$ cat config.mk
export PLATFORM = sky130hd
export DESIGN_NAME = drive_straight_profile_controller_core
export DESIGN_NICKNAME = d
export VERILOG_FILES = /design/src/sv/dspc_pkg.sv /design/src/sv/dspc_csub.sv /design/src/sv/drive_straight_profile_controller_core.sv
export SDC_FILE = /design/constraint.sdc
export NUM_CORES = 1
export LEC_CHECK = 0
export ABC_AREA = 1
export BUFFER_PORTS_ARGS = -buffer_cell sky130_fd_sc_hd__buf_4
export CAP_MARGIN = 10
export CORE_UTILIZATION = 35
export DETAILED_ROUTE_END_ITERATION = 10
export SLEW_MARGIN = 10
export SYNTH_ARGS = -nofsm -noshare
export SYNTH_HDL_FRONTEND = slang
export SYNTH_SLANG_ARGS = --single-unit
export TNS_END_PERCENT = 50
$ cat constraint.sdc
create_clock -name clk -period 8.38 [get_ports clk]
set_input_delay 1.257 -clock clk [delete_from_list [all_inputs] [get_ports clk]]
set_output_delay 1.257 -clock clk [all_outputs]
set_load 0.02 [all_outputs]
$ cat src/sv/dspc_pkg.sv
`timescale 1ns / 1ps
// ----------------------------------------------------------------------------
// dspc_pkg
// shared constants of the straight-drive profile controller
// ----------------------------------------------------------------------------
package dspc_pkg;

  // width of the shared compare-subtract unit and of the remainder registers
  localparam int ARITH_W = 28;

  // request modes
  localparam logic [1:0] MODE_TICK   = 2'd0;
  localparam logic [1:0] MODE_SAMPLE = 2'd1;
  localparam logic [1:0] MODE_START  = 2'd2;

  // configuration register indexes
  localparam int CFG_IDX_W = 1;
  localparam logic [CFG_IDX_W-1:0] REG_TARGET  = 1'd0;
  localparam logic [CFG_IDX_W-1:0] REG_TIMEOUT = 1'd1;

  localparam int TARGET_W  = 20;
  localparam int TIMEOUT_W = 16;
  localparam int CFG_W     = 20;

  localparam logic [TARGET_W-1:0]  TARGET_RST  = 20'd500;
  localparam logic [TIMEOUT_W-1:0] TIMEOUT_RST = 16'd300;

  // profile full scale: 100^4
  localparam logic [ARITH_W-1:0] PROFILE_FULL = 28'd100000000;

  // reciprocals for constant division (value * recip >> shift)
  localparam logic [13:0] RECIP_100 = 14'd5243;  // shift 19, valid to 10000
  localparam logic [13:0] RECIP_10  = 14'd205;   // shift 11, valid to 1009

  // left speed saturates once the scaled sum reaches 10 * 101
  localparam int LEFT_SAT_T = 1010;
  localparam logic signed [7:0] SPEED_LIMIT = 8'sd100;

  // iteration counts
  localparam logic [2:0] DIV_TOP  = 3'd6;   // quotient bits 6..0
  localparam logic [3:0] SQRT_TOP = 4'd13;  // root bit pairs 13..0

endpackage

$ cat src/sv/dspc_csub.sv
`timescale 1ns / 1ps
// ----------------------------------------------------------------------------
// dspc_csub
// shared compare-subtract step for the long divider and the square root
// ----------------------------------------------------------------------------
module dspc_csub
  import dspc_pkg::*;
(
  input  logic [ARITH_W-1:0] rem,
  input  logic [ARITH_W-1:0] trial,
  output logic               ge,
  output logic [ARITH_W-1:0] diff
);

  logic [ARITH_W:0] sub;

  assign sub  = {1'b0, rem} - {1'b0, trial};
  assign ge   = ~sub[ARITH_W];
  assign diff = sub[ARITH_W-1:0];

endmodule

$ cat src/sv/drive_straight_profile_controller_core.sv
`timescale 1ns / 1ps
// ----------------------------------------------------------------------------
// drive_straight_profile_controller_core
// straight-drive speed profile and heading correction for a two-wheel base
// ----------------------------------------------------------------------------
// One request is handled at a time. Tick, start and unused-mode requests, and
// samples that end the move, answer at once: the result is registered at the
// accepting edge. A sample that continues the move runs through a small
// sequencer around one compare-subtract unit and one 14x14 multiplier: scale
// check, the 7-bit long division pos*100/target, s^2 and s^4, the integer
// square root of 1e8 - s^4, divide by 100, correction sum, saturation, divide
// by 10 (skipped when saturated) and result load; a sample past the target
// skips the division, the squares and the root. The long division and the
// root share the compare-subtract unit. A new request is taken once the
// sequencer is idle and the result register is free or being taken.
// ----------------------------------------------------------------------------
module drive_straight_profile_controller_core
  import dspc_pkg::*;
#(
  parameter int COUNT_BITS = 21,
  parameter int TICK_BITS  = 16
) (
  input  logic                         clk,
  input  logic                         rst_n,
  // request channel
  input  logic                         in_valid,
  output logic                         in_ready,
  input  logic [1:0]                   in_mode,
  input  logic signed [COUNT_BITS-1:0] in_left_count,
  input  logic signed [COUNT_BITS-1:0] in_right_count,
  // result channel
  output logic                         out_valid,
  input  logic                         out_ready,
  output logic signed [7:0]            out_left_cmd,
  output logic [6:0]                   out_right_speed,
  output logic                         out_drive_valid,
  output logic                         out_moving,
  output logic                         out_timeout_hit,
  // configuration writes
  input  logic                         cfg_wr_en,
  input  logic [CFG_IDX_W-1:0]         cfg_index,
  input  logic [CFG_W-1:0]             cfg_wdata
);

  // comparison widths so that any count or tick width lines up with the registers
  localparam int CMP_W  = (COUNT_BITS > TARGET_W) ? COUNT_BITS : TARGET_W;
  localparam int TCMP_W = (TICK_BITS > TIMEOUT_W) ? TICK_BITS : TIMEOUT_W;
  // correction sum: 10*base + 9*(right - left)
  localparam int TW     = COUNT_BITS + 6;

  localparam logic signed [TW-1:0] T_HI = TW'(LEFT_SAT_T);
  localparam logic signed [TW-1:0] T_LO = -T_HI;

  typedef enum logic [3:0] {
    S_IDLE,
    S_SCALE,
    S_DIV,
    S_SQ1,
    S_SQ2,
    S_SQRT,
    S_DIV100,
    S_MIX,
    S_SAT,
    S_DIV10,
    S_DONE
  } state_t;

  state_t                         st_r, st_nxt;
  logic [TARGET_W-1:0]            tgt_r, tgt_nxt;
  logic [TIMEOUT_W-1:0]           tmo_r, tmo_nxt;
  logic                           running_r, running_nxt;
  logic [COUNT_BITS-1:0]          last_pos_r, last_pos_nxt;
  logic [TICK_BITS-1:0]           tick_r, tick_nxt;
  logic                           tflag_r, tflag_nxt;

  // working registers of the sample sequence
  logic [COUNT_BITS-1:0]          pos_r, pos_nxt;
  logic signed [COUNT_BITS:0]     diff_r, diff_nxt;
  logic [ARITH_W-1:0]             rem_r, rem_nxt;
  logic [6:0]                     q_r, q_nxt;
  logic [2:0]                     cnt_r, cnt_nxt;
  logic [13:0]                    sq_r, sq_nxt;
  logic [ARITH_W-1:0]             root_r, root_nxt;
  logic [3:0]                     k_r, k_nxt;
  logic [6:0]                     base_r, base_nxt;
  logic signed [TW-1:0]           t_r, t_nxt;
  logic [9:0]                     mag_r, mag_nxt;
  logic                           neg_r, neg_nxt;
  logic signed [7:0]              lsp_r, lsp_nxt;

  // result register
  logic                           out_valid_r, out_valid_nxt;
  logic signed [7:0]              out_left_r, out_left_nxt;
  logic [6:0]                     out_right_r, out_right_nxt;
  logic                           out_dv_r, out_dv_nxt;
  logic                           out_mov_r, out_mov_nxt;
  logic                           out_tmo_r, out_tmo_nxt;

  // request decode
  logic                           out_free;
  logic                           accept;
  logic signed [COUNT_BITS:0]     sum_in;
  logic [COUNT_BITS:0]            sum_mag;
  logic [COUNT_BITS-1:0]          pos_in;
  logic signed [COUNT_BITS:0]     diff_in;
  logic                           last_lt;
  logic [TICK_BITS-1:0]           tick_inc;

  // datapath helpers
  logic [CMP_W-1:0]               pos_ext;
  logic [CMP_W-1:0]               dist_ext;
  logic [ARITH_W-1:0]             num28;
  logic [ARITH_W-1:0]             div_trial;
  logic [ARITH_W-1:0]             sqrt_bit;
  logic [ARITH_W-1:0]             sqrt_trial;
  logic [ARITH_W-1:0]             cs_trial;
  logic                           cs_ge;
  logic [ARITH_W-1:0]             cs_diff;
  logic [13:0]                    mul_a;
  logic [13:0]                    mul_b;
  logic [ARITH_W-1:0]             mul_p;
  logic signed [TW-1:0]           d_ext;
  logic signed [TW-1:0]           b_ext;
  logic signed [TW-1:0]           t_abs;

  // ---------------------------------------------------------------- handshake
  assign out_free = ~out_valid_r | out_ready;
  assign in_ready = (st_r == S_IDLE) & out_free;
  assign accept   = in_valid & in_ready;

  // position is |trunc((left + right) / 2)|, which is |left + right| >> 1
  assign sum_in  = (COUNT_BITS+1)'(in_left_count) + (COUNT_BITS+1)'(in_right_count);
  assign sum_mag = sum_in[COUNT_BITS] ? -sum_in : sum_in;
  assign pos_in  = sum_mag[COUNT_BITS:1];
  assign diff_in = (COUNT_BITS+1)'(in_right_count) - (COUNT_BITS+1)'(in_left_count);

  assign last_lt  = CMP_W'(last_pos_r) < CMP_W'(tgt_r);
  // tick count saturates at all ones
  assign tick_inc = (tick_r != '1) ? tick_r + TICK_BITS'(1) : tick_r;

  // ---------------------------------------------------------------- datapath
  assign pos_ext  = CMP_W'(pos_r);
  assign dist_ext = CMP_W'(tgt_r);
  // pos < target here, so pos fits the target width and pos*100 fits 27 bits
  assign num28    = ARITH_W'(pos_ext[TARGET_W-1:0]);

  assign div_trial  = ARITH_W'(tgt_r) << cnt_r;
  assign sqrt_bit   = ARITH_W'(1) << {k_r, 1'b0};
  assign sqrt_trial = root_r + sqrt_bit;
  assign cs_trial   = (st_r == S_DIV) ? div_trial : sqrt_trial;

  dspc_csub u_csub (
    .rem   (rem_r),
    .trial (cs_trial),
    .ge    (cs_ge),
    .diff  (cs_diff)
  );

  // shared multiplier operand select
  always_comb begin
    case (st_r)
      S_SQ1: begin
        mul_a = {7'd0, q_r};
        mul_b = {7'd0, q_r};
      end
      S_SQ2: begin
        mul_a = sq_r;
        mul_b = sq_r;
      end
      S_DIV100: begin
        mul_a = root_r[13:0];
        mul_b = RECIP_100;
      end
      S_DIV10: begin
        mul_a = {4'd0, mag_r};
        mul_b = RECIP_10;
      end
      default: begin
        mul_a = '0;
        mul_b = '0;
      end
    endcase
  end

  assign mul_p = mul_a * mul_b;

  assign d_ext = TW'(diff_r);
  assign b_ext = $signed(TW'(base_r));
  assign t_abs = t_r[TW-1] ? -t_r : t_r;

  // ---------------------------------------------------------------- sequencer
  always_comb begin
    st_nxt        = st_r;
    tgt_nxt       = tgt_r;
    tmo_nxt       = tmo_r;
    running_nxt   = running_r;
    last_pos_nxt  = last_pos_r;
    tick_nxt      = tick_r;
    tflag_nxt     = tflag_r;
    pos_nxt       = pos_r;
    diff_nxt      = diff_r;
    rem_nxt       = rem_r;
    q_nxt         = q_r;
    cnt_nxt       = cnt_r;
    sq_nxt        = sq_r;
    root_nxt      = root_r;
    k_nxt         = k_r;
    base_nxt      = base_r;
    t_nxt         = t_r;
    mag_nxt       = mag_r;
    neg_nxt       = neg_r;
    lsp_nxt       = lsp_r;
    out_valid_nxt = out_valid_r & ~out_ready;
    out_left_nxt  = out_left_r;
    out_right_nxt = out_right_r;
    out_dv_nxt    = out_dv_r;
    out_mov_nxt   = out_mov_r;
    out_tmo_nxt   = out_tmo_r;

    // configuration writes; the user must issue them only while idle, the block does not enforce it
    if (cfg_wr_en) begin
      case (cfg_index)
        REG_TARGET:  tgt_nxt = cfg_wdata[TARGET_W-1:0];
        REG_TIMEOUT: tmo_nxt = cfg_wdata[TIMEOUT_W-1:0];
        default: ;
      endcase
    end

    case (st_r)
      S_IDLE: begin
        if (accept) begin
          case (in_mode)
            MODE_TICK: begin
              if (running_r && (tmo_r != '0) && !tflag_r) begin
                tick_nxt = tick_inc;
                if (TCMP_W'(tick_inc) >= TCMP_W'(tmo_r)) begin
                  tflag_nxt = 1'b1;
                end
              end
            end
            MODE_SAMPLE: begin
              if (running_r && last_lt && !tflag_r) begin
                pos_nxt      = pos_in;
                diff_nxt     = diff_in;
                last_pos_nxt = pos_in;
                st_nxt       = S_SCALE;
              end else begin
                running_nxt = 1'b0;
              end
            end
            MODE_START: begin
              running_nxt  = 1'b1;
              last_pos_nxt = pos_in;
              tick_nxt     = '0;
              tflag_nxt    = 1'b0;
            end
            default: ;
          endcase
          // everything but a continuing sample answers with status only
          if (st_nxt == S_IDLE) begin
            out_valid_nxt = 1'b1;
            out_left_nxt  = '0;
            out_right_nxt = '0;
            out_dv_nxt    = 1'b0;
            out_mov_nxt   = running_nxt;
            out_tmo_nxt   = tflag_nxt;
          end
        end
      end

      S_SCALE: begin
        if (pos_ext >= dist_ext) begin
          // past the target: zero root gives zero base
          root_nxt = '0;
          st_nxt   = S_DIV100;
        end else begin
          rem_nxt = (num28 << 6) + (num28 << 5) + (num28 << 2);
          q_nxt   = '0;
          cnt_nxt = DIV_TOP;
          st_nxt  = S_DIV;
        end
      end

      // restoring division, one quotient bit a cycle
      S_DIV: begin
        q_nxt = {q_r[5:0], cs_ge};
        if (cs_ge) begin
          rem_nxt = cs_diff;
        end
        cnt_nxt = cnt_r - 3'd1;
        if (cnt_r == '0) begin
          st_nxt = S_SQ1;
        end
      end

      S_SQ1: begin
        sq_nxt = mul_p[13:0];
        st_nxt = S_SQ2;
      end

      S_SQ2: begin
        rem_nxt  = PROFILE_FULL - mul_p;
        root_nxt = '0;
        k_nxt    = SQRT_TOP;
        st_nxt   = S_SQRT;
      end

      // digit-by-digit square root, one bit pair a cycle
      S_SQRT: begin
        if (cs_ge) begin
          rem_nxt  = cs_diff;
          root_nxt = (root_r >> 1) + sqrt_bit;
        end else begin
          root_nxt = root_r >> 1;
        end
        k_nxt = k_r - 4'd1;
        if (k_r == '0) begin
          st_nxt = S_DIV100;
        end
      end

      S_DIV100: begin
        base_nxt = mul_p[25:19];
        st_nxt   = S_MIX;
      end

      S_MIX: begin
        t_nxt  = (d_ext <<< 3) + d_ext + (b_ext <<< 3) + (b_ext <<< 1);
        st_nxt = S_SAT;
      end

      S_SAT: begin
        if (t_r >= T_HI) begin
          lsp_nxt = SPEED_LIMIT;
          st_nxt  = S_DONE;
        end else if (t_r <= T_LO) begin
          lsp_nxt = -SPEED_LIMIT;
          st_nxt  = S_DONE;
        end else begin
          neg_nxt = t_r[TW-1];
          mag_nxt = t_abs[9:0];
          st_nxt  = S_DIV10;
        end
      end

      // truncation toward zero: divide the magnitude, then restore the sign
      S_DIV10: begin
        lsp_nxt = neg_r ? -$signed({1'b0, mul_p[17:11]}) : $signed({1'b0, mul_p[17:11]});
        st_nxt  = S_DONE;
      end

      S_DONE: begin
        if (out_free) begin
          out_valid_nxt = 1'b1;
          out_left_nxt  = lsp_r;
          out_right_nxt = base_r;
          out_dv_nxt    = 1'b1;
          out_mov_nxt   = running_r;
          out_tmo_nxt   = tflag_r;
          st_nxt        = S_IDLE;
        end
      end

      default: st_nxt = S_IDLE;
    endcase
  end

  always_ff @(posedge clk) begin
    if (!rst_n) begin
      st_r        <= S_IDLE;
      tgt_r       <= TARGET_RST;
      tmo_r       <= TIMEOUT_RST;
      running_r   <= 1'b0;
      last_pos_r  <= '0;
      tick_r      <= '0;
      tflag_r     <= 1'b0;
      out_valid_r <= 1'b0;
    end else begin
      st_r        <= st_nxt;
      tgt_r       <= tgt_nxt;
      tmo_r       <= tmo_nxt;
      running_r   <= running_nxt;
      last_pos_r  <= last_pos_nxt;
      tick_r      <= tick_nxt;
      tflag_r     <= tflag_nxt;
      out_valid_r <= out_valid_nxt;
    end
    pos_r       <= pos_nxt;
    diff_r      <= diff_nxt;
    rem_r       <= rem_nxt;
    q_r         <= q_nxt;
    cnt_r       <= cnt_nxt;
    sq_r        <= sq_nxt;
    root_r      <= root_nxt;
    k_r         <= k_nxt;
    base_r      <= base_nxt;
    t_r         <= t_nxt;
    mag_r       <= mag_nxt;
    neg_r       <= neg_nxt;
    lsp_r       <= lsp_nxt;
    out_left_r  <= out_left_nxt;
    out_right_r <= out_right_nxt;
    out_dv_r    <= out_dv_nxt;
    out_mov_r   <= out_mov_nxt;
    out_tmo_r   <= out_tmo_nxt;
  end

  // ---------------------------------------------------------------- outputs
  assign out_valid       = out_valid_r;
  assign out_left_cmd    = out_left_r;
  assign out_right_speed = out_right_r;
  assign out_drive_valid = out_dv_r;
  assign out_moving      = out_mov_r;
  assign out_timeout_hit = out_tmo_r;

endmodule
==> results of run 1 <==
[sequential cells by signal, indices dropped and copies added, names as in the netlist, 14 cells and up]
name / cells
t_r: 27
sq_r: 14
pos_ext: 21
last_pos_r: 21
tick_r: 16
rem_r: 28
diff_r: 22
tgt_r: 20
root_r: 28
tmo_r: 16
[kinds of logic after synthesis]
kind of cell    after synthesis  synth area share [%]
simple gates               1813                  25.5
buf+inv                     814                  9.96
xor+xnor                    118                  3.47
mux                           9                 0.284
fa+ha+maj                   518                  24.6
flops                       278                  23.8
compound gates              692                  12.4
[cells in the mapped netlist (67+ instances only)]
cell      instances
nand2_1         968
inv_1           694
ha_1            343
nor2_1          337
a21oi_1         278
o21ai_0         227
edfxtp_1        198
nand3_1         187
fa_1            175
dfxtp_1          80
xor2_1           77
nand4_1          67
[area by class of cell]
class / instances / area [um2] / area share [%]
tap: 1176 / 1470 / 4.21
sequential: 278 / 7550 / 21.6
multi-input combinational: 3150 / 21000 / 60.2
clock buffer: 50 / 1040 / 2.97
timing repair buffer: 123 / 923 / 2.64
inverter: 739 / 2780 / 7.96
clock inverter: 15 / 138 / 0.394
[report_power, final]
group	internal [mW]	switching, mW	total, mW
Combinational	0.269	0.540	0.809
Clock	0.930	0.633	1.56
Sequential	1.53	0.0302	1.56
Total	2.73	1.20	3.93
[metal layers]
layer | wire (um) | GRT usage [%] | vias up
met5 | 0 | 0 | -
met4 | 2410 | 5.61 | 0
met3 | 4440 | 2.08 | 121
met2 | 45400 | 35.6 | 704
met1 | 44600 | 29.0 | 13132
li1 | - | - | 14059
[metrics by stage]
stage | std cells | util [%] | total power, mW | cell area (um2) | hold WS (ps)
floorplan | 4242 | - | 2.14 | 31700 | 449
global placement | 5466 | 37.6 | 2.38 | 33800 | 471
detailed placement | 5466 | 37.6 | 2.39 | 33800 | 492
CTS | 5531 | 38.9 | 3.96 | 34900 | 497
global route | 5531 | 38.9 | 4.11 | 34900 | 519
finish | 5531 | 38.9 | 3.93 | 34900 | 493
[critical path, delay by kind of cell (launching register included)]
kind / cells / cell delay, ps
compound gates: 2 / 480
simple gates: 19 / 2200
fa+ha+maj: 7 / 3630
flops: 1 / 340
buf+inv: 6 / 790
[path summary, 6_finish.rpt]
path | slack [ps] | from | to
max | 640 | st_r[1] | rem_r[20]
min reg2reg | 490 | tmo_r[13] | tmo_r[13]
min | 490 | tmo_r[13] | tmo_r[13]
max reg2reg | 640 | st_r[1] | rem_r[20]
[what timing repair did]
action / in CTS / in global routing
endpoints found under the setup margin: 0 / 9
resized for setup: 0 / 3
hold endpoints to repair: 0 / 0
==> results.txt, run 1 <==
Outcome: completed
Hold Vio Cnt, Final: 0
Total Routing Usage GR: 21.2%
Initial antenna violation count: 1
Req. time, crit path: 8660 ps
Type of origin of the critical path: register
# nets final: 4916
Most common cell after layout, fill and taps aside: nand2_1
DRC violations left: 0
TritonCTS Buffers: 36
Worst-skew pair later-pin latency: 560 ps
Grt total ovfl: 0
Mean Syn Cell Area: 7.48 um2
CTS Root Cell: clkbuf_16
N_diodes: 0
Final setup fails: 0
First-pass GRT wire length: 153 mm
Setup_tns: 0 ps
CP max stage cell: fa_1
Row cnt: 110
Setup Fix Bufs, Post-CTS: 0
Synth Register Bits: 278
R2R depth: 34
Crit path max fanout: 17
Setup CP Type: reg -> reg
Worst Hold Depth: 2
Crit-path max cell delay: 570 ps
GP Congestion: 0.999
Post-Route WL: 96.8 mm
Syn Std Cell Area: 31700 um2
Synth area leader: edfxtp_1
Crit end category: register
Sequential cell area fraction in the yosys report: 23.8%
Post-Syn Nets: 4830
Fin Clk Skew: 26.4 ps
Hpwl dp: 80.5 mm
Post-Synthesis Cells: 4242
CTS tree: done
Reg clk slew, reported paths: 60 ps
Highest-count cells in the layout ignoring fill and taps: 968 x nand2_1, 693 x inv_1, 343 x ha_1, 332 x nor2_1, 278 x a21oi_1
Peak VDD IR: 118 uV
PortBufs: 89
Via density: 5.07
Yosys cell types: 73
Worst EP arrival: 8020 ps
P&R area growth vs syn: 10.1%
Die Y: 303 um
Post-synth ARST share: 0%
Vias in the first global route: 27339
Layout cells sized above 1: 8.93%
Power per cell area: 113 nW/um2
Final period util: 92.4%
Area contributors post-synth: edfxtp_1 19%, ha_1 14%, nand2_1 11%
Cell mode on critical path: nand2_1
Final WS setup: 638 ps
Setup WS pre-CTS: 482 ps
Max capacitance violation total: 0
Post-synth EDFFs: 198
Initial DRT Pass Iterations: 8
Die area: 91900 um2
Core area: 89900 um2
Filler cell count: 9393
DIE WIDTH: 303 um
CTS sink count: 278
DR iter-0 viols: 2180
H-tree depth: 2
Worst Hold Class: reg -> reg
Initial core utilization: 35.3%
Achievable Freq: 0.129 GHz
Slew headroom: 27.6%
Hold buffer count at CTS: 0
Yosys top cell area share: 18.7%
RSZ-0062 raised after global routing: false
IO Pins: 90
Post-route ant nets: 0
Clk buf depth: 3
Min Clock Period, post-route: 7740 ps
Vias: 28016
Leak: 16.8 nW
Top_reg_cell synth: edfxtp_1
Warnings from Yosys: 0
Largest net degree at the start of global routing: 60
Slew @ Worst Pin: 1090 ps
Routed wire per std cell: 17.5 um
Final max-slew violation count: 0
(Power assumes the default switching activity.)
==> run 2: changes to the inputs <==
- SYNTH_HIERARCHICAL: default -> 1
==> run 2 against run 1 <==
Maximum frequency is 0.70% lower; global-route usage decreased by 0.15 points; clock power decreased by 3%; final cell count grew 3.0%; largest power group unchanged; highest routed layer unchanged.
==> results.txt, run 2 <==
Hold buffer count at CTS: 0 (unchanged)
Top_reg_cell synth: edfxtp_1 (unchanged)
Final setup fails: 0 (unchanged)
Most common cell after layout, fill and taps aside: nand2_1 (unchanged)
Mean Syn Cell Area: 7.21 um2 (was 7.48 um2)
Yosys cell types: 62 (was 73)
GP Congestion: 0.940 (was 0.999)
Highest-count cells in the layout ignoring fill and taps: 1103 x nand2_1, 785 x inv_1, 366 x nor2_1, 344 x ha_1, 272 x a21oi_1 (was 968 x nand2_1, 693 x inv_1, 343 x ha_1, 332 x nor2_1, 278 x a21oi_1)
DR iter-0 viols: 2347 (was 2180)
Peak VDD IR: 103 uV (was 118 uV)
Die area: 92100 um2 (was 91900 um2)
Synth Register Bits: 278 (unchanged)
Final period util: 93.0% (was 92.4%)
DRC violations left: 0 (unchanged)
CTS Root Cell: clkbuf_16 (unchanged)
Post-Route WL: 96.8 mm (about the same)
Core area: 90000 um2 (was 89900 um2)
CP max stage cell: fa_1 (unchanged)
Largest net degree at the start of global routing: 61 (was 60)
Worst Hold Class: reg -> reg (unchanged)
Grt total ovfl: 0 (unchanged)
IO Pins: 90 (unchanged)
Achievable Freq: 0.128 GHz (was 0.129 GHz)
Leak: 17.5 nW (was 16.8 nW)
N_diodes: 0 (unchanged)
Yosys top cell area share: 18.7% (about the same)
Post-synth ARST share: 0% (unchanged)
P&R area growth vs syn: 10.1% (about the same)
Fin Clk Skew: 25.9 ps (was 26.4 ps)
TritonCTS Buffers: 35 (was 36)
Via density: 5.03 (was 5.07)
Routed wire per std cell: 17.0 um (was 17.5 um)
Final max-slew violation count: 0 (unchanged)
Outcome: completed (unchanged)
Slew headroom: 27.1% (was 27.6%)
# nets final: 5081 (was 4916)
Worst-skew pair later-pin latency: 570 ps (was 560 ps)
Setup CP Type: reg -> reg (unchanged)
Die Y: 303 um (about the same)
Sequential cell area fraction in the yosys report: 23.7% (was 23.8%)
Initial antenna violation count: 1 (unchanged)
Post-route ant nets: 0 (unchanged)
Total Routing Usage GR: 21.0% (was 21.2%)
Row cnt: 110 (unchanged)
Crit-path max cell delay: 550 ps (was 570 ps)
Top cells by count, synth: 1103 x nand2_1, 786 x inv_1, 372 x nor2_1, 344 x ha_1, 272 x a21oi_1 (was 968 x nand2_1, 694 x inv_1, 343 x ha_1, 337 x nor2_1, 278 x a21oi_1)
Layout cells sized above 1: 6.62% (was 8.93%)
RSZ-0062 raised after global routing: false (unchanged)
Post-Synthesis Cells: 4412 (was 4242)
H-tree depth: 2 (unchanged)
Power per cell area: 111 nW/um2 (was 113 nW/um2)
Top Registers: rem_r (28), root_r (28), t_r (27) (unchanged)
Total Power: 3.87 mW (was 3.93 mW)
Vias: 28637 (was 28016)
CTS tree: done (unchanged)
Slew @ Worst Pin: 1080 ps (was 1090 ps)
Post-Syn Nets: 5001 (was 4830)
Worst EP arrival: 8120 ps (was 8020 ps)
Hpwl dp: 81.2 mm (was 80.5 mm)
First-pass GRT wire length: 152 mm (was 153 mm)
Post-synth EDFFs: 198 (unchanged)
Clk buf depth: 3 (unchanged)
Reg clk slew, reported paths: 60 ps (about the same)
Crit path max fanout: 8 (was 17)
Setup_tns: 0 ps (unchanged)
Area contributors post-synth: edfxtp_1 19%, ha_1 14%, nand2_1 13% (was edfxtp_1 19%, ha_1 14%, nand2_1 11%)
Synth area leader: edfxtp_1 (unchanged)
Max capacitance violation total: 0 (unchanged)
Initial core utilization: 35.3% (about the same)
Cell mode on critical path: nand2_1 (unchanged)
Min Clock Period, post-route: 7800 ps (was 7740 ps)
DIE WIDTH: 303 um (about the same)
CTS sink count: 278 (unchanged)
Vias in the first global route: 27206 (was 27339)
Most common cell in the netlist: nand2_1 (unchanged)
Syn Std Cell Area: 31800 um2 (was 31700 um2)
PortBufs: 89 (unchanged)
Warnings from Yosys: 6 (was 0)
Type of origin of the critical path: register (unchanged)
Crit end category: register (unchanged)
Hold Vio Cnt, Final: 0 (unchanged)
Initial DRT Pass Iterations: 5 (was 8)
Req. time, crit path: 8700 ps (was 8660 ps)
==> run 2: cell count changes after synthesis, moves of 13 or more <==
cell,delta
nor2_1,+35
nand3_1,+26
xor2_1,+15
o21ai_0,+13
inv_1,+92
nand2_1,+135
nand2_2,-17
nor2_2,-16
nor3_1,-17
==> run 2: logic make-up after synthesis <==
kind of cell | synth area share (%)
AND/OR/NAND/NOR | 25.7
buffers and inverters | 10.9
AO/OA/AOI/OAI | 11.7
adder cells (fa/ha/maj) | 24.6
flip-flops | 23.7
XOR/XNOR | 3.37
multiplexers | 0.126
==> run 2: worst paths after layout <==
check,cells past startpoint,from,to,slack (ps)
hold / removal,2,tick_r[12],tick_r[12],480
setup reg to reg,37,st_r[1],rem_r[27],580
setup / recovery,37,st_r[1],rem_r[27],580
hold reg to reg,2,tick_r[12],tick_r[12],480
==> run 2: through the flow <==
| stage | instance area [um2] | util, % | hold slack (ps) | std cells | setup WS [ps] |
|---|---|---|---|---|---|
| after global routing | 35000 | 38.9 | 516 | 5695 | 84.1 |
| after floorplan | 31800 | - | 449 | 4412 | 1380 |
| final | 35000 | 38.9 | 483 | 5695 | 583 |
| after global placement | 33900 | 37.6 | 471 | 5631 | 403 |
| after detailed placement | 33900 | 37.6 | 476 | 5631 | 291 |
| after CTS | 35000 | 38.9 | 485 | 5695 | 232 |
==> run 2: worst max-delay path: cells and delay by family, from the launching register on <==
family / cells / cell delay (ps)
AND/OR/NAND/NOR: 19 / 2530
buffers and inverters: 9 / 800
flip-flops: 1 / 340
adder cells (fa/ha/maj): 8 / 3690
AO/OA/AOI/OAI: 1 / 190
==> run 2: repair_timing <==
action,CTS,global route
endpoints found under the setup margin,0,14
gates resized for setup,0,5
setup buffers,0,0
==> run 2: cell type report <==
cell class                      instances  area, um2
Fill cell                            9584      55000
Clock buffer                           49        978
Clock inverter                         15        161
Tap cell                             1176       1470
Timing Repair Buffer                  129        968
Inverter                              817       3070
Sequential cell                       278       7550
Multi-Input combinational cell       3231      20800
==> run 2: metal layers <==
metal | wire, um | vias up | share of wire (%) | GRT usage (%)
li1 | - | 14455 | - | -
met1 | 44500 | 13304 | 46 | 29.1
met2 | 44800 | 781 | 46 | 34.7
met3 | 5570 | 97 | 5.8 | 2.73
met4 | 1970 | 0 | 2.0 | 5.02
met5 | 0 | - | 0 | 0
==> run 2: report_power, final <==
part           leakage, nW  internal (mW)  switching (mW)
logic                 14.5          0.266           0.534
registers             2.43           1.53          0.0312
clock network        0.554          0.884           0.627
